## config.mk

```make
export PLATFORM = sky130hd
export DESIGN_NAME = can_transport_segment_engine_flat
export DESIGN_NICKNAME = d
export VERILOG_FILES = /design/src/cts_pkg.sv /design/src/cts_if.sv /design/src/can_transport_segment_engine.sv /design/src/cts_front.sv /design/src/cts_queue.sv /design/src/cts_back.sv /design/src/flat_wrapper.sv
export SDC_FILE = /design/constraint.sdc
export NUM_CORES = 1
export LEC_CHECK = 0
export BUFFER_PORTS_ARGS = -buffer_cell sky130_fd_sc_hd__buf_2
export CORE_MARGIN = 2
export CORE_UTILIZATION = 60
export DETAILED_ROUTE_END_ITERATION = 10
export GPL_TIMING_DRIVEN = 0
export PLACE_DENSITY_LB_ADDON = 0.08
export SYNTH_ARGS = -nofsm -noshare
export SYNTH_HDL_FRONTEND = slang
export SYNTH_SLANG_ARGS = --single-unit
```

## constraint.sdc

```tcl
create_clock -name clk -period 9 [get_ports clk]
set_clock_uncertainty 0.2 [all_clocks]
set_input_delay 1.35 -clock clk [delete_from_list [all_inputs] [get_ports clk]]
set_output_delay 1.35 -clock clk [all_outputs]
set_load 0.05 [all_outputs]
```

## src/cts_pkg.sv

```systemverilog
`timescale 1ns / 1ps
// ---------------------------------------------------------------------------
// cts_pkg
// Types and constants shared by the CAN transport segment engine.
// ---------------------------------------------------------------------------
package cts_pkg;

  typedef enum logic [1:0] {
    OP_FRAME   = 2'd0,
    OP_SLOT    = 2'd1,
    OP_REQUEST = 2'd2
  } op_t;

  typedef enum logic [2:0] {
    KIND_FRAME   = 3'd0,
    KIND_ACK     = 3'd1,
    KIND_STATUS  = 3'd2,
    KIND_PAYLOAD = 3'd3,
    KIND_ABORT   = 3'd4,
    KIND_EMPTY   = 3'd5
  } kind_t;

  typedef enum logic [2:0] {
    LINK_IDLE  = 3'd0,
    LINK_WAIT  = 3'd1,
    LINK_START = 3'd2,
    LINK_RECV  = 3'd3,
    LINK_FC    = 3'd4
  } link_t;

  // protocol control field, bits 5:4 of byte 0
  localparam logic [1:0] PCI_SF = 2'd0;
  localparam logic [1:0] PCI_FF = 2'd1;
  localparam logic [1:0] PCI_CF = 2'd2;

  localparam logic [7:0] FC_CTS_BYTE = 8'h30;

  localparam logic [2:0] CFG_RX_ID      = 3'd0;
  localparam logic [2:0] CFG_TX_ID      = 3'd1;
  localparam logic [2:0] CFG_BLOCK_SIZE = 3'd2;
  localparam logic [2:0] CFG_ST_MIN     = 3'd3;
  localparam logic [2:0] CFG_PAD_BYTE   = 3'd4;

  localparam logic [10:0] RX_ID_RESET      = 11'h732;
  localparam logic [10:0] TX_ID_RESET      = 11'h731;
  localparam logic [7:0]  BLOCK_SIZE_RESET = 8'd8;
  localparam logic [7:0]  ST_MIN_RESET     = 8'd10;
  localparam logic [7:0]  PAD_BYTE_RESET   = 8'h55;

  localparam int Q_DEPTH = 4;
  localparam int Q_AW    = $clog2(Q_DEPTH);

  // one unit of work handed from the front to the back
  typedef struct packed {
    kind_t       kind;
    logic [10:0] id;
    logic [63:0] bytes;
    logic        accepted;
    logic        last;     // for payload runs: mark the final byte
    logic [2:0]  start;    // first byte position of a payload run
    logic [2:0]  cnt;      // number of bytes in a payload run
  } cts_job_t;

  function automatic logic [7:0] byte_at(input logic [63:0] w, input logic [2:0] k);
    logic [7:0] b;
    b = 8'h00;
    for (int i = 0; i < 8; i++) begin
      if (k == 3'(i)) begin
        b = w[63 - 8 * i -: 8];
      end
    end
    return b;
  endfunction

endpackage

```

## src/cts_if.sv

```systemverilog
`timescale 1ns / 1ps
// ---------------------------------------------------------------------------
// cts_in_if / cts_out_if
// Valid/ready channels for incoming items and for result items.
// ---------------------------------------------------------------------------
interface cts_in_if;
  logic        valid;
  logic        ready;
  logic [1:0]  op;
  logic [10:0] can_id;
  logic [3:0]  frame_len;
  logic [63:0] frame_bytes;

  modport source (output valid, output op, output can_id, output frame_len,
                  output frame_bytes, input ready);
  modport sink   (input valid, input op, input can_id, input frame_len,
                  input frame_bytes, output ready);
endinterface

interface cts_out_if;
  logic        valid;
  logic        ready;
  logic [2:0]  kind;
  logic [10:0] out_id;
  logic [63:0] out_bytes;
  logic        accepted;
  logic [7:0]  payload_byte;
  logic        last;

  modport source (output valid, output kind, output out_id, output out_bytes,
                  output accepted, output payload_byte, output last, input ready);
  modport sink   (input valid, input kind, input out_id, input out_bytes,
                  input accepted, input payload_byte, input last, output ready);
endinterface

```

## src/can_transport_segment_engine.sv

```systemverilog
`timescale 1ns / 1ps
// An accepted item goes into the job queue; its first result item leaves
// through the output register. Throughput: one item a cycle enters while
// the job queue has room; results leave at one a cycle while the receiver
// takes them; a received frame gives one per payload byte, up to seven.
// Reset: synchronous, active low; clears link state, queue and output valid.
// ---------------------------------------------------------------------------
// can_transport_segment_engine
// CAN transport client: single-frame request transmit, segmented receive
// with flow control and sequence checking, payload delivered byte-wise.
// ---------------------------------------------------------------------------
module can_transport_segment_engine
  import cts_pkg::*;
(
  input  logic        clk,
  input  logic        rst_n,
  input  logic        cfg_we,
  input  logic [2:0]  cfg_idx,
  input  logic [10:0] cfg_wdata,
  cts_in_if.sink      in_ch,
  cts_out_if.source   out_ch
);

  logic     q_full, q_empty, push, pop;
  cts_job_t push_job, head;

  cts_front u_front (
    .clk            (clk),
    .rst_n          (rst_n),
    .cfg_we         (cfg_we),
    .cfg_idx        (cfg_idx),
    .cfg_wdata      (cfg_wdata),
    .in_valid       (in_ch.valid),
    .in_ready       (in_ch.ready),
    .in_op          (in_ch.op),
    .in_can_id      (in_ch.can_id),
    .in_frame_len   (in_ch.frame_len),
    .in_frame_bytes (in_ch.frame_bytes),
    .q_full         (q_full),
    .push           (push),
    .push_job       (push_job)
  );

  cts_queue u_queue (
    .clk      (clk),
    .rst_n    (rst_n),
    .push     (push),
    .push_job (push_job),
    .full     (q_full),
    .pop      (pop),
    .empty    (q_empty),
    .head     (head)
  );

  cts_back u_back (
    .clk              (clk),
    .rst_n            (rst_n),
    .q_empty          (q_empty),
    .head             (head),
    .pop              (pop),
    .out_valid        (out_ch.valid),
    .out_ready        (out_ch.ready),
    .out_kind         (out_ch.kind),
    .out_id           (out_ch.out_id),
    .out_bytes        (out_ch.out_bytes),
    .out_accepted     (out_ch.accepted),
    .out_payload_byte (out_ch.payload_byte),
    .out_last         (out_ch.last)
  );

endmodule

```

## src/cts_front.sv

```systemverilog
`timescale 1ns / 1ps
// ---------------------------------------------------------------------------
// cts_front
// Accepts items, runs the link state machine and queues one job per item
// that produces results.
// ---------------------------------------------------------------------------
module cts_front
  import cts_pkg::*;
(
  input  logic        clk,
  input  logic        rst_n,
  input  logic        cfg_we,
  input  logic [2:0]  cfg_idx,
  input  logic [10:0] cfg_wdata,
  input  logic        in_valid,
  output logic        in_ready,
  input  logic [1:0]  in_op,
  input  logic [10:0] in_can_id,
  input  logic [3:0]  in_frame_len,
  input  logic [63:0] in_frame_bytes,
  input  logic        q_full,
  output logic        push,
  output cts_job_t    push_job
);

  logic [10:0] rx_id_r, tx_id_r;
  logic [7:0]  block_size_r, st_min_r, pad_byte_r;

  link_t       state_r, state_nxt;
  logic [3:0]  seq_r, seq_nxt;
  logic [8:0]  countdown_r, countdown_nxt;
  logic [11:0] msg_len_r, msg_len_nxt;
  logic [11:0] recv_r, recv_nxt;
  logic [47:0] req_payload_r, req_payload_nxt;
  logic [2:0]  req_len_r, req_len_nxt;

  logic        in_fire;
  logic        ok;
  logic [7:0]  b0;
  logic [11:0] total;
  logic [11:0] room;
  logic [2:0]  take;
  logic [3:0]  seq_inc;
  logic [8:0]  cd_dec;
  logic [63:0] sf_frame, fc_frame;

  assign in_ready = !q_full;
  assign in_fire  = in_valid && in_ready;
  assign b0       = in_frame_bytes[63:56];
  assign total    = {b0[3:0], in_frame_bytes[55:48]};
  assign room     = (msg_len_r > recv_r) ? (msg_len_r - recv_r) : 12'd0;
  assign take     = (room > 12'd7) ? 3'd7 : room[2:0];
  assign seq_inc  = seq_r + 4'd1;
  assign cd_dec   = countdown_r - 9'd1;
  assign fc_frame = {FC_CTS_BYTE, block_size_r, st_min_r, {5{pad_byte_r}}};

  // single frame carrying the latched request, padded out
  always_comb begin
    sf_frame = '0;
    sf_frame[63:56] = {5'd0, req_len_r};
    for (int i = 1; i <= 6; i++) begin
      sf_frame[63 - 8 * i -: 8] = (3'(i) <= req_len_r) ? req_payload_r[55 - 8 * i -: 8]
                                                        : pad_byte_r;
    end
    sf_frame[7:0] = pad_byte_r;
  end

  always_ff @(posedge clk) begin
    if (!rst_n) begin
      rx_id_r      <= RX_ID_RESET;
      tx_id_r      <= TX_ID_RESET;
      block_size_r <= BLOCK_SIZE_RESET;
      st_min_r     <= ST_MIN_RESET;
      pad_byte_r   <= PAD_BYTE_RESET;
    end else if (cfg_we) begin
      case (cfg_idx)
        CFG_RX_ID:      rx_id_r      <= cfg_wdata;
        CFG_TX_ID:      tx_id_r      <= cfg_wdata;
        CFG_BLOCK_SIZE: block_size_r <= cfg_wdata[7:0];
        CFG_ST_MIN:     st_min_r     <= cfg_wdata[7:0];
        CFG_PAD_BYTE:   pad_byte_r   <= cfg_wdata[7:0];
        default: ;
      endcase
    end
  end

  always_ff @(posedge clk) begin
    if (!rst_n) begin
      state_r     <= LINK_IDLE;
      seq_r       <= '0;
      countdown_r <= '0;
      msg_len_r   <= '0;
      recv_r      <= '0;
      req_len_r   <= '0;
    end else begin
      state_r     <= state_nxt;
      seq_r       <= seq_nxt;
      countdown_r <= countdown_nxt;
      msg_len_r   <= msg_len_nxt;
      recv_r      <= recv_nxt;
      req_len_r   <= req_len_nxt;
    end
  end

  always_ff @(posedge clk) begin
    req_payload_r <= req_payload_nxt;
  end

  always_comb begin
    state_nxt       = state_r;
    seq_nxt         = seq_r;
    countdown_nxt   = countdown_r;
    msg_len_nxt     = msg_len_r;
    recv_nxt        = recv_r;
    req_payload_nxt = req_payload_r;
    req_len_nxt     = req_len_r;
    ok              = 1'b0;
    push            = 1'b0;
    push_job        = '0;
    push_job.kind   = KIND_ACK;

    if (in_fire) begin
      case (in_op)
        OP_REQUEST: begin
          ok = (state_r == LINK_IDLE) && (in_frame_len >= 4'd1) && (in_frame_len <= 4'd6);
          if (ok) begin
            req_payload_nxt = in_frame_bytes[63:16];
            req_len_nxt     = in_frame_len[2:0];
            state_nxt       = LINK_START;
          end
          push              = 1'b1;
          push_job.kind     = KIND_STATUS;
          push_job.accepted = ok;
        end
        OP_SLOT: begin
          push = 1'b1;
          if (state_r == LINK_START) begin
            push_job.kind  = KIND_FRAME;
            push_job.id    = tx_id_r;
            push_job.bytes = sf_frame;
            state_nxt      = LINK_WAIT;
          end else if (state_r == LINK_FC) begin
            push_job.kind  = KIND_FRAME;
            push_job.id    = tx_id_r;
            push_job.bytes = fc_frame;
            countdown_nxt  = (block_size_r == 8'd0) ? 9'd0 : ({1'b0, block_size_r} + 9'd1);
            state_nxt      = LINK_RECV;
          end else begin
            push_job.kind  = KIND_ACK;
          end
        end
        OP_FRAME: begin
          if (in_can_id == rx_id_r) begin
            case (state_r)
              LINK_WAIT: begin
                if (b0[5:4] == PCI_SF) begin
                  seq_nxt   = '0;
                  state_nxt = LINK_IDLE;
                  push      = 1'b1;
                  if (b0[2:0] == 3'd0) begin
                    push_job.kind = KIND_EMPTY;
                    push_job.last = 1'b1;
                  end else begin
                    push_job.kind  = KIND_PAYLOAD;
                    push_job.bytes = in_frame_bytes;
                    push_job.start = 3'd1;
                    push_job.cnt   = b0[2:0];
                    push_job.last  = 1'b1;
                  end
                end else if (b0[5:4] == PCI_FF) begin
                  if ((in_frame_len == 4'd8) && (total >= 12'd8)) begin
                    msg_len_nxt    = total;
                    recv_nxt       = 12'd6;
                    seq_nxt        = '0;
                    state_nxt      = LINK_FC;
                    push           = 1'b1;
                    push_job.kind  = KIND_PAYLOAD;
                    push_job.bytes = in_frame_bytes;
                    push_job.start = 3'd2;
                    push_job.cnt   = 3'd6;
                  end
                end
              end
              LINK_RECV: begin
                if (b0[5:4] == PCI_CF) begin
                  seq_nxt = seq_inc;
                  if (b0[3:0] != seq_inc) begin
                    state_nxt     = LINK_IDLE;
                    push          = 1'b1;
                    push_job.kind = KIND_ABORT;
                  end else begin
                    recv_nxt = recv_r + {9'd0, take};
                    if (countdown_r > 9'd1) begin
                      countdown_nxt = cd_dec;
                      if (cd_dec == 9'd1) begin
                        state_nxt = LINK_FC;
                      end
                    end
                    // message complete overrides a flow-control round
                    if (recv_nxt >= msg_len_r) begin
                      state_nxt = LINK_IDLE;
                    end
                    push           = (take != 3'd0);
                    push_job.kind  = KIND_PAYLOAD;
                    push_job.bytes = in_frame_bytes;
                    push_job.start = 3'd1;
                    push_job.cnt   = take;
                    push_job.last  = (recv_nxt >= msg_len_r);
                  end
                end
              end
              default: ;
            endcase
          end
        end
        default: ;
      endcase
    end
  end

endmodule

```

## src/cts_queue.sv

```systemverilog
`timescale 1ns / 1ps
// ---------------------------------------------------------------------------
// cts_queue
// Short job queue between the front and the back.
// ---------------------------------------------------------------------------
module cts_queue
  import cts_pkg::*;
(
  input  logic     clk,
  input  logic     rst_n,
  input  logic     push,
  input  cts_job_t push_job,
  output logic     full,
  input  logic     pop,
  output logic     empty,
  output cts_job_t head
);

  cts_job_t          entry_r [Q_DEPTH];
  logic [Q_AW-1:0]   wr_ptr_r, rd_ptr_r;
  logic [Q_AW:0]     count_r, count_nxt;
  logic              do_push, do_pop;

  assign full    = (count_r == (Q_AW + 1)'(Q_DEPTH));
  assign empty   = (count_r == '0);
  assign do_push = push && !full;
  assign do_pop  = pop && !empty;
  assign head    = entry_r[rd_ptr_r];

  always_comb begin
    count_nxt = count_r;
    if (do_push && !do_pop) begin
      count_nxt = count_r + 1'b1;
    end else if (do_pop && !do_push) begin
      count_nxt = count_r - 1'b1;
    end
  end

  always_ff @(posedge clk) begin
    if (!rst_n) begin
      wr_ptr_r <= '0;
      rd_ptr_r <= '0;
      count_r  <= '0;
    end else begin
      count_r <= count_nxt;
      if (do_push) begin
        wr_ptr_r <= wr_ptr_r + 1'b1;
      end
      if (do_pop) begin
        rd_ptr_r <= rd_ptr_r + 1'b1;
      end
    end
  end

  always_ff @(posedge clk) begin
    if (do_push) begin
      entry_r[wr_ptr_r] <= push_job;
    end
  end

endmodule

```

## src/cts_back.sv

```systemverilog
`timescale 1ns / 1ps
// ---------------------------------------------------------------------------
// cts_back
// Expands queued jobs into result items, one item a cycle while the output
// is not stalled, through an output register.
// ---------------------------------------------------------------------------
module cts_back
  import cts_pkg::*;
(
  input  logic        clk,
  input  logic        rst_n,
  input  logic        q_empty,
  input  cts_job_t    head,
  output logic        pop,
  output logic        out_valid,
  input  logic        out_ready,
  output logic [2:0]  out_kind,
  output logic [10:0] out_id,
  output logic [63:0] out_bytes,
  output logic        out_accepted,
  output logic [7:0]  out_payload_byte,
  output logic        out_last
);

  logic        out_valid_r;
  logic [2:0]  out_kind_r;
  logic [10:0] out_id_r;
  logic [63:0] out_bytes_r;
  logic        out_accepted_r;
  logic [7:0]  out_payload_byte_r;
  logic        out_last_r;
  logic [2:0]  pos_r, pos_nxt;

  logic        issue, is_pl, final_byte;
  logic [2:0]  sel;

  assign is_pl      = (head.kind == KIND_PAYLOAD);
  assign final_byte = (pos_r == (head.cnt - 3'd1));
  assign issue      = !q_empty && (!out_valid_r || out_ready);
  assign pop        = issue && (!is_pl || final_byte);
  assign sel        = head.start + pos_r;

  always_comb begin
    pos_nxt = pos_r;
    if (pop) begin
      pos_nxt = '0;
    end else if (issue) begin
      pos_nxt = pos_r + 3'd1;
    end
  end

  always_ff @(posedge clk) begin
    if (!rst_n) begin
      out_valid_r <= 1'b0;
      pos_r       <= '0;
    end else begin
      pos_r <= pos_nxt;
      if (issue) begin
        out_valid_r <= 1'b1;
      end else if (out_ready) begin
        out_valid_r <= 1'b0;
      end
    end
  end

  always_ff @(posedge clk) begin
    if (issue) begin
      out_kind_r <= head.kind;
      if (is_pl) begin
        out_id_r           <= '0;
        out_bytes_r        <= '0;
        out_accepted_r     <= 1'b0;
        out_payload_byte_r <= byte_at(head.bytes, sel);
        out_last_r         <= head.last && final_byte;
      end else begin
        out_id_r           <= head.id;
        out_bytes_r        <= head.bytes;
        out_accepted_r     <= head.accepted;
        out_payload_byte_r <= 8'h00;
        out_last_r         <= head.last;
      end
    end
  end

  assign out_valid        = out_valid_r;
  assign out_kind         = out_kind_r;
  assign out_id           = out_id_r;
  assign out_bytes        = out_bytes_r;
  assign out_accepted     = out_accepted_r;
  assign out_payload_byte = out_payload_byte_r;
  assign out_last         = out_last_r;

endmodule

```

## src/flat_wrapper.sv

```systemverilog
// flat-port wrapper written by rule: the top's interface ports become plain ports
module can_transport_segment_engine_flat import cts_pkg::*;
  (clk, rst_n, cfg_we, cfg_idx, cfg_wdata, in_ch_valid, in_ch_op, in_ch_can_id, in_ch_frame_len, in_ch_frame_bytes, in_ch_ready, out_ch_valid, out_ch_kind, out_ch_out_id, out_ch_out_bytes, out_ch_accepted, out_ch_payload_byte, out_ch_last, out_ch_ready);
  cts_in_if in_ch_i ();
  cts_out_if out_ch_i ();
  input  logic clk;
  input  logic rst_n;
  input  logic cfg_we;
  input  logic [2:0] cfg_idx;
  input  logic [10:0] cfg_wdata;
  input wire logic [$bits(in_ch_i.valid)-1:0] in_ch_valid;
  input wire logic [$bits(in_ch_i.op)-1:0] in_ch_op;
  input wire logic [$bits(in_ch_i.can_id)-1:0] in_ch_can_id;
  input wire logic [$bits(in_ch_i.frame_len)-1:0] in_ch_frame_len;
  input wire logic [$bits(in_ch_i.frame_bytes)-1:0] in_ch_frame_bytes;
  output wire logic [$bits(in_ch_i.ready)-1:0] in_ch_ready;
  output wire logic [$bits(out_ch_i.valid)-1:0] out_ch_valid;
  output wire logic [$bits(out_ch_i.kind)-1:0] out_ch_kind;
  output wire logic [$bits(out_ch_i.out_id)-1:0] out_ch_out_id;
  output wire logic [$bits(out_ch_i.out_bytes)-1:0] out_ch_out_bytes;
  output wire logic [$bits(out_ch_i.accepted)-1:0] out_ch_accepted;
  output wire logic [$bits(out_ch_i.payload_byte)-1:0] out_ch_payload_byte;
  output wire logic [$bits(out_ch_i.last)-1:0] out_ch_last;
  input wire logic [$bits(out_ch_i.ready)-1:0] out_ch_ready;
  assign in_ch_i.valid = in_ch_valid;
  assign in_ch_i.op = in_ch_op;
  assign in_ch_i.can_id = in_ch_can_id;
  assign in_ch_i.frame_len = in_ch_frame_len;
  assign in_ch_i.frame_bytes = in_ch_frame_bytes;
  assign in_ch_ready = in_ch_i.ready;
  assign out_ch_valid = out_ch_i.valid;
  assign out_ch_kind = out_ch_i.kind;
  assign out_ch_out_id = out_ch_i.out_id;
  assign out_ch_out_bytes = out_ch_i.out_bytes;
  assign out_ch_accepted = out_ch_i.accepted;
  assign out_ch_payload_byte = out_ch_i.payload_byte;
  assign out_ch_last = out_ch_i.last;
  assign out_ch_i.ready = out_ch_ready;
  can_transport_segment_engine u_core (.clk(clk), .rst_n(rst_n), .cfg_we(cfg_we), .cfg_idx(cfg_idx), .cfg_wdata(cfg_wdata), .in_ch(in_ch_i), .out_ch(out_ch_i));
endmodule
```

==> impl_metrics.csv, run 1 <==
group,metric,value,unit
layout,multi_input_area,8394,sq um
power_and_ir_drop,p_leak,0.009923,uW
layout,drive_gt1_share,20.80,%
setup_path,worst-path-max-fanout,7,
cts,cts-htree-levels,2,
place,dpl_worst_slack,2.484,ns
detailed_routing,wl_met1,26640,microns
flow_run,cap_violations,0,
place,place_inst,2554,
cts,cts_tree,"yes",
layout,regArea,16340,sq um
timing,fmax,0.1495,GHz
global_route,grt_max_degree,34,
cts,cts_buffer_depth,3,
synthesis,yosys_warnings,0,
cts,clk_latency,0.64,ns
setup_path,rrSetupSlack,2.31,ns
cts,clk_pin_slew,0.06,ns
min_path,min_path_cells,2,
synthesis,ys_async_sr_fraction,0,%
detailed_routing,wl_met2,32800,microns
die,core,41760,sq um
power_and_ir_drop,ir_drop,0.3072,mV
min_path,hp-start,"u_core.u_front.tx_id_r[9]$_SDFFE_PN1P_",
timing,min_period_over_period,74.31,%
setup_path,reg2reg_depth,24,
synthesis,synth-edff-count,476,
global_route,grt_overflow_total,0,
detailed_routing,drt-pass1-iter-count,6,
setup_path,rr_endpoint,"u_core.u_front.state_r[2]$_SDFFE_PN0P_",
power_and_ir_drop,power-per-cell-area,284.5,nW/um^2
cts,cts_buffers,57,
synthesis,synth_top_area_share,56.56,%
cts,clock-sinks,578,
global_route,track_usage,31.18,%
synthesis,synth.avg_cell_area,13.99,sq um
die,die_x,209.2,microns
timing,finalMaxSlewViolations,0,
detailed_routing,wl_per_cell,25.49,microns
setup_path,cpPeakStageDelay,0.59,ns
layout,final_util,70.52,%
setup_path,path_class,"reg2reg",
timing,grt_setup_unrepaired,"false",
layout,nFillCells,2817,
layout,nNetsFinal,2224,
place,dp_hpwl,48450,microns
synthesis,synth_area_leaders,"edfxtp_1 57%, mux4_2 8.8%, dfxtp_1 8.1%, nand2_1 3.1%, and2_1 2.5%",
synthesis,ys_types,78,
global_route,grt_pass1_vias,16470,
synthesis,synth_top_area_cell,"edfxtp_1",
synthesis,synth_seq_cells,578,
die,die_h,209.2,microns
detailed_routing,drt-total-wl,67810,microns
setup_path,slowest_stage,"a211oi_1",
layout,layout_common_cells,"476 x edfxtp_1, 209 x nand2_1, 204 x buf_2, 106 x a21oi_1, 102 x dfxtp_1",
timing,slew_headroom,11.03,%
die,rows,75,
detailed_routing,vias,16650,
die,ios,190,
layout,final_common_cell,"edfxtp_1",
synthesis,ys_seq_area_share,64.64,%
timing,setup_viol,0,
min_path,hold_class,"reg2reg",
detailed_routing,top_layer_used,"met5",
layout,final_cells,2660,
synthesis,synth_cells,1806,
detailed_routing,antenna_left,0,
die,start_util,60.52,%
detailed_routing,wl_met3,5378,microns
detailed_routing,vias_per_cell,6.258,
detailed_routing,route.detailed.drc,0,
setup_path,crit_required,9.28,ns
global_route,grt_pass1_wl,100200,microns
synthesis,synth_ff_type,"edfxtp_1",
timing,hold_viol_final,0,
synthesis,syn-num-nets,1956,
place,place.gp.congestion,0.9361,
layout,area_delta_synth_final,16.53,%
cts,clockRootBuffer,"clkbuf_16",
global_route,antenna_found_initial,1,
cts,post-cts-setup-buffers,0,
setup_path,path_cells,"inv_1 -> ha_1 -> o21ai_0 -> a21oi_1 -> o21ai_0 -> a211o_1 -> a21o_1 -> and2_4 -> or4_1 -> and2_1 -> ha_1 -> a21oi_1 -> a211oi_1 -> and4_1 -> nand3_1 -> xnor2_1 -> ha_1 -> a21oi_1 -> nand3_1 -> a31oi_1 -> a22o_1 -> nand2_1 -> o21ai_0 -> o32ai_1",
timing,final.min_clock_period,6.688,ns
detailed_routing,drtIter0Drc,1726,
power_and_ir_drop,p_total,8379,uW
cts,cts_hold_buffers,0,
cts,post_cts_resize_count,0,
die,dieArea,43780,sq um
timing,hold_slack,0.2632,ns
synthesis,synthesis.area,25270,sq um
min_path,whs_endpoint,"u_core.u_front.tx_id_r[9]$_SDFFE_PN1P_",
setup_path,startpoint_type,"register",
setup_path,reg2reg_from,"u_core.u_front.recv_r[3]$_SDFFE_PN0P_",
place,port_buffers,189,
run_status,status,"complete, no violations",
setup_path,cp-end-kind,"register",
setup_path,cp.arrival,6.97,ns
timing,setup_ws,2.312,ns
timing,worst_slew_pin_slew,1.317,ns
## how the worst max path moves through the flow
| stage | from | endpoint | slack (ns) | depth (start not counted) |
|---|---|---|---|---|
| floorplan | out_ch_ready | u_core.u_queue.count_r[2]$_SDFFE_PN0P_ | 1.02 | 9 |
| global placement | in_ch_op[1] | u_core.u_queue.entry_r[3][66]$_DFFE_PP_ | -2.26 | 10 |
| detailed placement | u_core.u_front.recv_r[2]$_SDFFE_PN0P_ | u_core.u_front.state_r[2]$_SDFFE_PN0P_ | 2.48 | 24 |
| CTS | u_core.u_front.recv_r[2]$_SDFFE_PN0P_ | u_core.u_front.state_r[2]$_SDFFE_PN0P_ | 2.42 | 24 |
| global route | u_core.u_front.msg_len_r[0]$_SDFFE_PN0P_ | u_core.u_front.state_r[0]$_SDFFE_PN0P_ | 1.86 | 28 |
| finish | u_core.u_front.recv_r[3]$_SDFFE_PN0P_ | u_core.u_front.state_r[2]$_SDFFE_PN0P_ | 2.31 | 24 |
## sequential cells by signal, summed over array words and instances (netlist names), 2 cells and up, named ones only
name                            cells
u_core.u_queue.entry_r            340
u_core.u_front.rx_id_r             11
u_core.u_queue.wr_ptr_r             2
u_core.u_front.seq_r                4
u_core.u_front.req_len_r            3
u_core.u_front.st_min_r             8
u_core.u_front.countdown_r          9
u_core.u_back.out_kind              3
u_core.u_queue.count_r              3
u_core.u_front.block_size_r         8
u_core.u_front.state_r              3
u_core.u_front.recv_r              12
u_core.u_front.msg_len_r           12
u_core.u_back.out_id               11
u_core.u_queue.rd_ptr_r             2
u_core.u_front.req_payload_r       48
u_core.u_front.tx_id_r             11
u_core.u_back.out_bytes            64
u_core.u_back.pos_r                 3
u_core.u_front.pad_byte_r           8
u_core.u_back.out_payload_byte      8
## final cells by class
type	instances	share of cell area, %
Timing Repair Buffer	209	4.648
Sequential cell	578	55.47
Inverter	46	0.5863
Buffer	94	1.419
Antenna cell	1	0.008497
Tap cell	539	2.290
Clock inverter	38	1.959
Clock buffer	67	5.115
Multi-Input combinational cell	1088	28.50
## Yosys cell counts (5+ instances only)
master    instances
edfxtp_1        476
nand2_1         209
a21oi_1         107
dfxtp_1         102
and2_1           99
mux4_2           99
nor2_1           92
clkbuf_1         61
nand3_1          53
ha_1             46
inv_1            45
a22oi_1          42
o21ai_0          38
xnor2_1          37
mux2i_1          34
nor2b_1          25
xor2_1           17
a21boi_0         16
and3_1           16
a221oi_1         15
buf_1            13
buf_2            13
nor4_1           11
nand2b_1         10
nor3_1            9
nand4_1           7
o21a_1            7
buf_6             6
o22ai_1           6
or3_1             6
a211oi_1          5
## where the power goes
part	internal, uW	leakage [uW]	switching, uW
Combinational	741	0.00399	1630
Clock	1600	0.00100	1020
Sequential	3290	0.00493	90.7
## logic make-up after synthesis
| family | synth area share, % |
|---|---|
| flip-flops | 64.64 |
| multiplexers | 10.26 |
| XOR/XNOR | 1.961 |
| AO/OA/AOI/OAI | 7.342 |
| buffers and inverters | 2.337 |
| AND/OR/NAND/NOR | 10.87 |
| adder cells (fa/ha/maj) | 2.594 |
## worst max-delay path, delay by kind of cell, from the launching register on
family                   cells  cell delay, ns
adder cells (fa/ha/maj)      3            1.00
AO/OA/AOI/OAI               12            3.10
XOR/XNOR                     1            0.20
buffers and inverters        1            0.09
flip-flops                   1            0.34
AND/OR/NAND/NOR              7            1.63
## stage by stage
stage / instance area (sq um) / setup TNS [ns]
floorplan: 25270 / 0
global placement: 26890 / -738.77
detailed placement: 27360 / 0
CTS: 29450 / 0
global route: 29450 / 0
finish: 29450 / 0
## routing by layer
layer,up-vias,global-route usage (%)
met1,8258,41.87
li1,7339,-
met2,887,51.33
met4,2,13.57
met5,-,0
met3,159,4.599
No activity file was read; power rests on OpenSTA's default activity.
==> run 2, diff against run 1 <==
Clock period 9 ns to 6.6 ns, I/O delays scaled along.
==> run 2 against run 1 <==
Sequential share of layout area is 0.52 points higher. Total power up 32%. Routed wire length decreased by 1.5%. Core utilization is 0.65 points lower. Final cell count shrank 0.30%. Critical path type unchanged. Highest routed layer is now met4.
==> impl_metrics.csv, run 2 (synthesized netlist as in run 1, its figures left out) <==
group,metric,value,unit
layout,area_delta_synth_final,15.46,%
setup_path,crit_required,6.75,ns
layout,final_util,69.87,%
cts,cts_buffers,55,
detailed_routing,drtIter0Drc,1906,
run_status,status,"complete, no violations",
timing,slew_headroom,15.68,%
min_path,hp-start,"u_core.u_front.tx_id_r[9]$_SDFFE_PN1P_",
cts,cts_hold_buffers,0,
setup_path,critPathMostFrequentCell,"nor2_1",
cts,cts_buffer_depth,3,
layout,drive_gt1_share,20.82,%
setup_path,path_cells,"inv_1 -> ha_2 -> o21ai_0 -> a21oi_1 -> o21ai_0 -> a211o_1 -> a21o_1 -> and2_4 -> or4_1 -> and2_1 -> ha_1 -> nor2b_1 -> o21ai_2 -> or3_1 -> clkbuf_1 -> nor4_1 -> xnor2_1 -> ha_1 -> o2111ai_1 -> a22o_1 -> nor2_1 -> nor2_1 -> nor2_1",
detailed_routing,drt-total-wl,66800,microns
cts,clockRootBuffer,"clkbuf_16",
die,die_h,209.2,microns
timing,grt_setup_unrepaired,"false",
timing,setup_viol,0,
setup_path,path_class,"reg2reg",
timing,worst_slew_pin_slew,1.253,ns
timing,fin_setup_tns,0,ns
cts,post-cts-setup-buffers,0,
detailed_routing,antenna_left,0,
power_and_ir_drop,ir_drop,0.2810,mV
min_path,hold_class,"reg2reg",
power_and_ir_drop,power-per-cell-area,380.1,nW/um^2
place,dpl_worst_slack,-0.03621,ns
global_route,track_usage,30.72,%
timing,hold_slack,0.2617,ns
timing,setup_ws,0.4108,ns
setup_path,rrSetupSlack,0.41,ns
timing,hold_viol_final,0,
setup_path,cpPeakStageDelay,0.56,ns
die,rows,75,
power_and_ir_drop,p_leak,0.009814,uW
detailed_routing,wl_per_cell,25.19,microns
layout,largest_register,"u_core.u_queue.entry_r",
cts,cts_tree,"yes",
setup_path,cp.arrival,6.34,ns
global_route,grt_pass1_wl,98680,microns
timing,fmax,0.1616,GHz
min_path,whs_endpoint,"u_core.u_front.tx_id_r[9]$_SDFFE_PN1P_",
layout,final_common_cell,"edfxtp_1",
setup_path,slowest_stage,"or4_1",
layout,nNetsFinal,2219,
layout,largest_reg_flops,340,
global_route,grt_max_degree,34,
setup_path,worst-path-max-fanout,7,
die,start_util,60.52,%
power_and_ir_drop,p_total,11090,uW
place,port_buffers,189,
setup_path,startpoint_type,"register",
timing,final.min_clock_period,6.189,ns
global_route,grt_overflow_total,0,
flow_run,cap_violations,0,
cts,clock-sinks,578,
setup_path,cp-end-kind,"register",
detailed_routing,drt-pass1-iter-count,6,
layout,n_antenna_cell,0,
detailed_routing,vias,16570,
timing,finalMaxSlewViolations,0,
timing,min_period_over_period,93.78,%
global_route,antenna_found_initial,1,
cts,clk_pin_slew,0.06,ns
die,dieArea,43780,sq um
cts,cts-htree-levels,2,
place,place.gp.congestion,0.9158,
place,dp_hpwl,48350,microns
setup_path,reg2reg_depth,23,
min_path,min_path_cells,2,
setup_path,reg2reg_from,"u_core.u_front.recv_r[3]$_SDFFE_PN0P_",
cts,clk_latency,0.62,ns
die,ios,190,
setup_path,rr_endpoint,"u_core.u_queue.entry_r[0][6]$_DFFE_PP_",
die,die_x,209.2,microns
detailed_routing,route.detailed.drc,0,
die,core,41760,sq um
layout,layout_common_cells,"476 x edfxtp_1, 209 x nand2_1, 202 x buf_2, 106 x a21oi_1, 102 x dfxtp_1",
global_route,grt_pass1_vias,16280,
detailed_routing,vias_per_cell,6.248,
run 2: cell count changes in the layout (fill, tap and decap cells not counted), sizes merged:
cell	previous run	this run
buf	242	238
bufinv	14	6
clkbuf	128	136
clkinv	17	18
clkinvlp	5	1
diode	1	0
run 2: how the worst max path moves through the flow:
stage,startpoint,endpoint,slack [ns],cells after the start
after CTS,u_core.u_front.recv_r[2]$_SDFFE_PN0P_,u_core.u_front.state_r[2]$_SDFFE_PN0P_,0.05,27
after global placement,in_ch_op[1],u_core.u_queue.entry_r[1][56]$_DFFE_PP_,-4.21,10
final,u_core.u_front.recv_r[3]$_SDFFE_PN0P_,u_core.u_queue.entry_r[0][6]$_DFFE_PP_,0.41,23
after floorplan,in_ch_op[0],u_core.u_queue.entry_r[0][0]$_DFFE_PP_,-0.13,9
after global routing,u_core.u_front.recv_r[3]$_SDFFE_PN0P_,u_core.u_front.state_r[1]$_SDFFE_PN0P_,0.01,24
after detailed placement,u_core.u_front.recv_r[2]$_SDFFE_PN0P_,u_core.u_front.state_r[2]$_SDFFE_PN0P_,-0.04,24
run 2: critical path, delay by kind of cell (launching register included):
kind            cells  cell delay (ns)
buf+inv             2             0.30
fa+ha+maj           3             1.00
flops               1             0.35
xor+xnor            1             0.15
simple gates        9             2.34
compound gates      8             1.59
run 2: area by class of cell:
class	count	area [sq um]
Inverter	46	172.7
Sequential cell	578	16340
Tap cell	539	674.4
Clock inverter	27	304.0
Buffer	94	417.9
Fill cell	2911	12580
Timing Repair Buffer	206	1286
Clock buffer	74	1564
Multi-Input combinational cell	1088	8423
run 2: what timing repair did:
item | in CTS | in global routing
endpoints found under the setup margin | 3 | 7
pin swaps | 0 | 1
resized for setup | 1 | 6
run 2: routing by layer:
metal | GRT usage (%) | part of all wire [%] | vias up
met5 | 0 | 0 | -
met4 | 11.48 | 3.7 | 0
met3 | 5.125 | 8.0 | 152
met2 | 50.05 | 48 | 852
met1 | 42.14 | 40 | 8226
li1 | - | - | 7341
run 2: power breakdown:
| group | internal (uW) | switching (uW) |
|---|---|---|
| logic | 1010 | 2230 |
| registers | 4490 | 119 |
| clock network | 1900 | 1350 |
| total | 7390 | 3700 |
run 2: metrics by stage:
| step | area [sq um] | std cells |
|---|---|---|
| after CTS | 29150 | 2651 |
| after detailed placement | 27280 | 2550 |
| final | 29180 | 2652 |
| after global placement | 26900 | 2534 |
| after global routing | 29180 | 2652 |
| after floorplan | 25280 | 1806 |
